### config.mk
export PLATFORM = sky130hd
export DESIGN_NAME = dsnm_note_ram
export DESIGN_NICKNAME = d
export VERILOG_FILES = /design/src/design/damped_sine_note_mixer_macros.svh /design/src/design/dsnm_pkg.sv /design/src/design/dsnm_note_ram.sv
export SDC_FILE = /design/constraint.sdc
export NUM_CORES = 2
export LEC_CHECK = 0
export CORE_MARGIN = 4
export CORE_UTILIZATION = 57
export CTS_BUF_LIST = sky130_fd_sc_hd__clkbuf_16
export CTS_CLUSTER_DIAMETER = 40
export CTS_CLUSTER_SIZE = 8
export DETAILED_ROUTE_END_ITERATION = 8
export DONT_BUFFER_PORTS = 1
export GPL_TIMING_DRIVEN = 0
export HOLD_SLACK_MARGIN = 0.06
export PLACE_DENSITY = 0.75
export SYNTH_ARGS = -nofsm -noshare
export SYNTH_HDL_FRONTEND = slang
export SYNTH_SLANG_ARGS = --single-unit
### constraint.sdc
create_clock -name clk_i -period 1.5 [get_ports clk_i]
set_input_delay 0.375 -clock clk_i [delete_from_list [all_inputs] [get_ports clk_i]]
set_output_delay 0.375 -clock clk_i [all_outputs]
set_load 0.01 [all_outputs]
### src/design/damped_sine_note_mixer_macros.svh
// ----------------------------------------------------------------------------
// damped sine note mixer assertion macros
// shared property shorthands, clocked on clk_i and gated by rst_ni
// ----------------------------------------------------------------------------
`ifndef DAMPED_SINE_NOTE_MIXER_MACROS_SVH
`define DAMPED_SINE_NOTE_MIXER_MACROS_SVH

// same-cycle implication
`define DSNM_ASSERT_IMP(lbl, ante, cons, msg) \
  lbl: assert property (@(posedge clk_i) disable iff (!rst_ni) (ante) |-> (cons)) \
    else $error(msg);

// next-cycle implication
`define DSNM_ASSERT_NXT(lbl, ante, cons, msg) \
  lbl: assert property (@(posedge clk_i) disable iff (!rst_ni) (ante) |=> (cons)) \
    else $error(msg);

`endif

### src/design/dsnm_pkg.sv
// ----------------------------------------------------------------------------
// dsnm_pkg
// types, codes and the sine table generator of the damped sine note mixer
// ----------------------------------------------------------------------------
`default_nettype none

package dsnm_pkg;

  localparam int unsigned ENV_W    = 32;
  localparam int unsigned POS_W    = 24;
  localparam int unsigned SAMPLE_W = 20;
  localparam int unsigned SINE_W   = 16;
  localparam int unsigned CNT_W    = 5;
  localparam int unsigned CFG_W    = 2;
  localparam int unsigned NIDX_W   = 4;

  localparam logic [POS_W-1:0] POS_MAX     = '1;
  localparam logic [31:0]      HALF_PI_Q30 = 32'd1686629713;

  localparam logic OP_TICK = 1'b0;
  localparam logic OP_NOTE = 1'b1;

  localparam logic [CFG_W-1:0] CFG_NOTE_COUNT  = 2'd0;
  localparam logic [CFG_W-1:0] CFG_PLAY_LENGTH = 2'd1;
  localparam logic [CFG_W-1:0] CFG_ENV_FLOOR   = 2'd2;

  localparam logic [CNT_W-1:0] RST_NOTE_COUNT  = 5'd0;
  localparam logic [POS_W-1:0] RST_PLAY_LENGTH = 24'd396900;
  localparam logic [ENV_W-1:0] RST_ENV_FLOOR   = 32'd4295;

  typedef logic signed [SINE_W-1:0] sine_t;

  typedef struct packed {
    logic [ENV_W-1:0] env;
    logic [ENV_W-1:0] decay;
    logic [ENV_W-1:0] step;
    logic [POS_W-1:0] start;
    logic [ENV_W-1:0] phase;
  } note_row_t;

  // quarter-wave taylor series through x^13, mirrored by quadrant
  function automatic sine_t sine_entry(input int unsigned k, input int unsigned addr_bits);
    int unsigned        qb;
    logic [1:0]         quad;
    logic [63:0]        j;
    logic [63:0]        th;
    logic [63:0]        x2;
    logic [63:0]        term;
    logic [63:0]        v;
    logic signed [63:0] acc;
    qb   = addr_bits - 2;
    quad = 2'((k >> qb) & 32'd3);
    j    = 64'(k & ((32'd1 << qb) - 32'd1));
    if (quad[0]) j = (64'd1 << qb) - j;
    th   = (j * 64'(HALF_PI_Q30)) >> qb;
    x2   = (th * th) >> 30;
    acc  = $signed(th);
    term = ((th * x2) >> 30) / 64'd6;
    acc  = acc - $signed(term);
    term = ((term * x2) >> 30) / 64'd20;
    acc  = acc + $signed(term);
    term = ((term * x2) >> 30) / 64'd42;
    acc  = acc - $signed(term);
    term = ((term * x2) >> 30) / 64'd72;
    acc  = acc + $signed(term);
    term = ((term * x2) >> 30) / 64'd110;
    acc  = acc - $signed(term);
    term = ((term * x2) >> 30) / 64'd156;
    acc  = acc + $signed(term);
    if (acc < 0) acc = '0;
    v = ($unsigned(acc) * 64'd32767 + 64'd536870912) >> 30;
    if (v > 64'd32767) v = 64'd32767;
    return quad[1] ? -$signed(v[SINE_W-1:0]) : $signed(v[SINE_W-1:0]);
  endfunction

endpackage

`default_nettype wire

### src/design/dsnm_note_ram.sv
// ----------------------------------------------------------------------------
// dsnm_note_ram
// per-note state memory, one row per slot, registered read, row valid bits
// ----------------------------------------------------------------------------
`default_nettype none

module dsnm_note_ram #(
  parameter int unsigned NOTES = 16,
  parameter int unsigned IDX_W = 4
) (
  input  wire                       clk_i,
  input  wire                       rst_ni,
  input  wire                       wr_en_i,
  input  wire  [IDX_W-1:0]          wr_addr_i,
  input  wire  dsnm_pkg::note_row_t wr_row_i,
  input  wire                       rd_en_i,
  input  wire  [IDX_W-1:0]          rd_addr_i,
  output dsnm_pkg::note_row_t       rd_row_o,
  output logic                      rd_valid_o
);
  import dsnm_pkg::*;

  note_row_t        mem [NOTES];
  logic [NOTES-1:0] valid_q;
  note_row_t        rd_row_q;
  logic             rd_valid_q;

  always_ff @(posedge clk_i) begin
    if (wr_en_i) begin
      mem[wr_addr_i] <= wr_row_i;
    end
    if (rd_en_i) begin
      rd_row_q <= mem[rd_addr_i];
    end
  end

  always_ff @(posedge clk_i or negedge rst_ni) begin
    if (!rst_ni) begin
      valid_q    <= '0;
      rd_valid_q <= 1'b0;
    end else begin
      if (wr_en_i) begin
        valid_q[wr_addr_i] <= 1'b1;
      end
      if (rd_en_i) begin
        rd_valid_q <= valid_q[rd_addr_i];
      end
    end
  end

  // unwritten rows read with zero envelope and phase
  always_comb begin
    rd_row_o = rd_row_q;
    if (!rd_valid_q) begin
      rd_row_o.env   = '0;
      rd_row_o.phase = '0;
    end
  end

  assign rd_valid_o = rd_valid_q;

endmodule

`default_nettype wire

; ---- Word-level counts from Yosys, hierarchy flattened
; Memories as Yosys holds them, arrays and structs flattened. A register that Yosys moved wholly into a read port is not among the register bits.
; Cells that the tools add are included.
[word_totals]
reg_bits = 17
latchBits = 0
ram_bits = 2432
mem_bits_ro = 0
in_bits = 164
out_inout_bits = 153
elab_cells = 16
mem_count = 1
[op_classes]
add_sub_neg = 0
n_mul = 0
n_div = 0
n_lt_le_gt_ge = 3
eq_ne = 0
shift = 0
n_mux = 8
bitwise_logic = 1
n_reduce_logical = 1
[memory_table]
columns = name, words, word_bits, read_ports, rd_ports_with_merged_regs, wr, line
row1 = mem, 16, 152, 1, 1, 1, dsnm_note_ram.sv:23  ; note_row_t mem [NOTES];
[op_table]
columns = op, count
row1 = 32-bit two-way mux, 2
row2 = 16-bit OR, 1
row3 = "4-bit by 5-bit less-than comparator with 1-bit output, second input constant", 2
row4 = 1-bit binary-select mux with 4-bit select, 1
row5 = 1-bit demux with 4-bit select, 1
row6 = "4-bit by 1-bit greater-or-equal comparator with 1-bit output, second input constant", 1
row7 = 1-bit two-way mux, 4
row8 = 1-bit logical AND, 1

; ---- Depth between registers and ports, before layout
[depth]
ltp_word = 5
mapped_depth = 8
ltp_nobuf = 4

; ---- Worst setup path after synthesis
; OpenSTA, ideal clock, no wires.
[synth_timing]
path_kind = input port to flip-flop
start = input wr_addr_i[2]
end = register valid_q[0]
setup_ns = 0.131
t_arrival_ns = 12.118
required_time_ns = 1.369
path_slack_ns = -10.749
cell_stages = 3
path_buffers = 0
cell_sequence = or3b_2 > nor3_1 > or2_2
[synth_between]
elab_chain_cells = 5
elab_cells_between_ends = 6
cone_classes = 2 x order compare / 2 x mux / 1 x bitwise / 1 x reduce/logical
[synth_lines]
columns = item, line
row1 = "start, declared", dsnm_note_ram.sv:14  ; input wire [IDX_W-1:0] wr_addr_i,
row2 = 4-bit by 5-bit less-than comparator with 1-bit output (implied by the code) or 4-bit by 1-bit greater-or-equal comparator with 1-bit output (tied branches), dsnm_note_ram.sv:43  ; valid_q[wr_addr_i] <= 1'b1;
row3 = 1-bit logical AND (implied by the code), dsnm_note_ram.sv:43
row4 = 1-bit two-way mux (implied by the code), dsnm_note_ram.sv:43
row5 = 1-bit demux with 4-bit select *, dsnm_note_ram.sv:43
row6 = 16-bit OR (no source line) *, n/a
row7 = "end signal, assigned", dsnm_note_ram.sv:39  ; valid_q <= '0;
row8 = "end signal, assigned by index", dsnm_note_ram.sv:43
row9 = "end, declared", dsnm_note_ram.sv:24  ; logic [NOTES-1:0] valid_q;
; Every way passes the cells marked *; elsewhere a longest branch is shown, timed or not.
; A chain may end at the register's enable or synchronous reset.

==> metrics.yaml <==
status:
  outcome: "complete, but fails checks"
  violations: "hold timing, setup timing"
route:
  drt-pass1-iter-count: 6
  postRouteWirelength_um: 253000
  ant_nets: 0
  wl_per_cell_um: 35.9
  drt_drc_violations_left: 0
  routed_via_density: 6.67
  first_iter_violations: 6518
  vias: 47000
timing:
  rsz0062_at_grt: "yes"
  slew_violations: 0
  finalHoldViolCount: 172
  setup_viol: 1130
  finClkSkew_ps: 61.8
  period_needed_ps: 2540
  clock.fmax_mhz: 393
  setup_tns_ps: -319160
  worst_slew_pin_slew_ps: 1110
  fin_ws_ps: -1040
  period_share: 1.70
  hold_ws_ps: -418
  slew_headroom: 0.259
pwr:
  peakVddDrop_v: 0.00136
  totalPowerFinal_w: 0.169
  leakage_nw: 38.8
  power.density_nw_per_um2: 1430
global_routing:
  grt_antenna_before_repair: 29
  grt_pass1_vias: 49600
  grt_overflow: 0
  track_usage: 0.287
  grt_pass1_wl_um: 363000
  grt_max_degree: 156
place:
  gp_congestion: 0.728
  dpl_cell_area_um2: 104000
  io_buffers: 0
  dpl.hpwl_um: 148000
clock_tree:
  cts.root.buffer_cell: "clkbuf_16"
  insertion_delay_ps: 950
  numCtsBuffers: 393
  clock_sinks: 2601
  htree_num_levels: 5
  clk_path_buf_depth: 4
  cts_tree: "done"
  clk_pin_slew_worst_paths_ps: 50
floorplanning:
  core-area_um2: 170000
  die-area_um2: 178000
  start_util: 0.576
  chipWidth_um: 422
  io_pins: 317
  die_h_um: 422
  fp-row-count: 151
layout:
  final_cell_area_um2: 119000
  n_fill_cell: 9514
  multi_input_comb_area_um2: 19500
  layout.area.seq_um2: 78000
  drive_above_1_share: 0.373
  layout_common_cells: "edfxtp_1, mux4_2, clkbuf_16"
  syn_to_final_growth_pct: 21.1
  layout_commonest_cell: "edfxtp_1"
  nets: 4881
synthesis:
  syn_area_um2: 97900
  syn-num-nets: 4125
  synth_area_leaders: "edfxtp_1, mux4_2, buf_4"
  seq_area_frac_synth: 0.797
  yosysWarnings: 0
  synth_cells: 3961
  syn_avg_cell_area_um2: 24.7
  postSynthRegisterBits: 2601
  synth_cell_type_count: 23
  netlist.top_cell.by_area: "edfxtp_1"
  synth_top_area_share: 0.792
critical_path:
  max_stage_delay_ps: 480
  path_max_fanout: 10
  crit_path_start_kind: "flop"
  critPathKind: "flop to output pin"
  path_cells: "clkbuf_16 -> clkbuf_16 -> and2_4"
  critPathSlowestCell: "dfrtp_2"
  critPathArrivalTime_ps: 2170
  rrSetupSlack_ps: -260
  r2r_cells: 2
  cpMostUsedCell: "clkbuf_16"
  endpoint_kind: "output pin"
  crit_required_ps: 1120
worst_hold_path:
  min_path_type: "primary input to flop"
  hold_depth: 0
run:
  cap_violations: 0
[path summary, 6_finish.rpt]
kind | startpoint | end
setup / recovery | rd_valid_o | rd_row_o[141]
hold / removal | rd_en_i | rd_row_q[122]
setup reg to reg | mem[3][45] | rd_row_o[45]
hold reg to reg | valid_q[12] | valid_q[12]
max in group asynchronous | rst_ni | rd_valid_o
min in group asynchronous | rst_ni | valid_q[14]
[worst max-delay path, delay by kind of cell (launching register included)]
kind	cells	cell delay (ps)
flops	1	480
simple gates	1	250
buf+inv	2	460
[cells by family (layout without fill, tap and decap cells)]
family	Yosys count	count (layout)	share of synthesized area
AO/OA/AOI/OAI	136	136	0.00875
buffers and inverters	287	1145	0.0166
flip-flops	2601	2601	0.797
multiplexers	765	765	0.167
other	0	18	0
AND/OR/NAND/NOR	172	173	0.0106
[metrics by stage]
stage / utilization / setup slack, ps / hold slack (ps) / std cells
finish: 0.698 / -1040 / -418 / 7056
global route: 0.697 / -1060 / -456 / 7045
CTS: 0.694 / -1090 / -443 / 7005
detailed placement: 0.611 / -2220 / 82.8 / 6322
global placement: 0.593 / -8210 / 82.7 / 6179
floorplan: - / -3440 / 79.4 / 3961
[final cells by class]
type                    instances  area share
diodes                         18    0.000380
plain buffers                 287      0.0212
clock buffers                 402      0.0848
clock inverters                96     0.00485
multi-input cells            1074       0.164
flip-flops and latches       2601       0.658
well taps                    2218      0.0234
repair buffers                360      0.0433
[cell usage after synthesis]
cell and count:
buf_4 110, and2_1 64, mux4_2 697, nor3_1 4, nand3_1 1, nand2b_1 2, or3b_2 1, nor2_1 13
mux2i_1 68, edfxtp_1 2584, buf_2 73, o311ai_0 1, a211oi_1 69, a21oi_1 66, nor3b_1 1, buf_1 22
or2_2 16, nand2_1 1, clkbuf_1 76, nor2b_1 67, dfrtp_1 17, buf_6 6, nand3b_1 2
[repair_timing]
item,4_1_cts,5_1_grt
buffers inserted,9,27
resized for setup,551,110
gates cloned,1,0
pin swaps,72,9
hold buffers,175,12
setup endpoints to repair,755,1419
endpoints found under the hold margin,3039,463
[routing by layer]
| layer | GRT usage | vias to the layer above | wire, um |
|---|---|---|---|
| li1 | - | 18400 | - |
| met1 | 0.369 | 25000 | 87400 |
| met2 | 0.482 | 3144 | 132000 |
| met3 | 0.0592 | 578 | 22900 |
| met4 | 0.122 | 8 | 11200 |
| met5 | 0 | - | 50 |
[state kept, by name (all words and copies together) (netlist names)]
register	cells
rd_valid_o	1
valid_q	16
mem	2432
rd_row_o	88
rd_row_q	64
[power by group]
part           switching (W)  internal, W
Combinational        0.00546      0.00435
Clock                 0.0289       0.0478
Sequential          0.000607       0.0821
(Power assumes the default switching activity.)
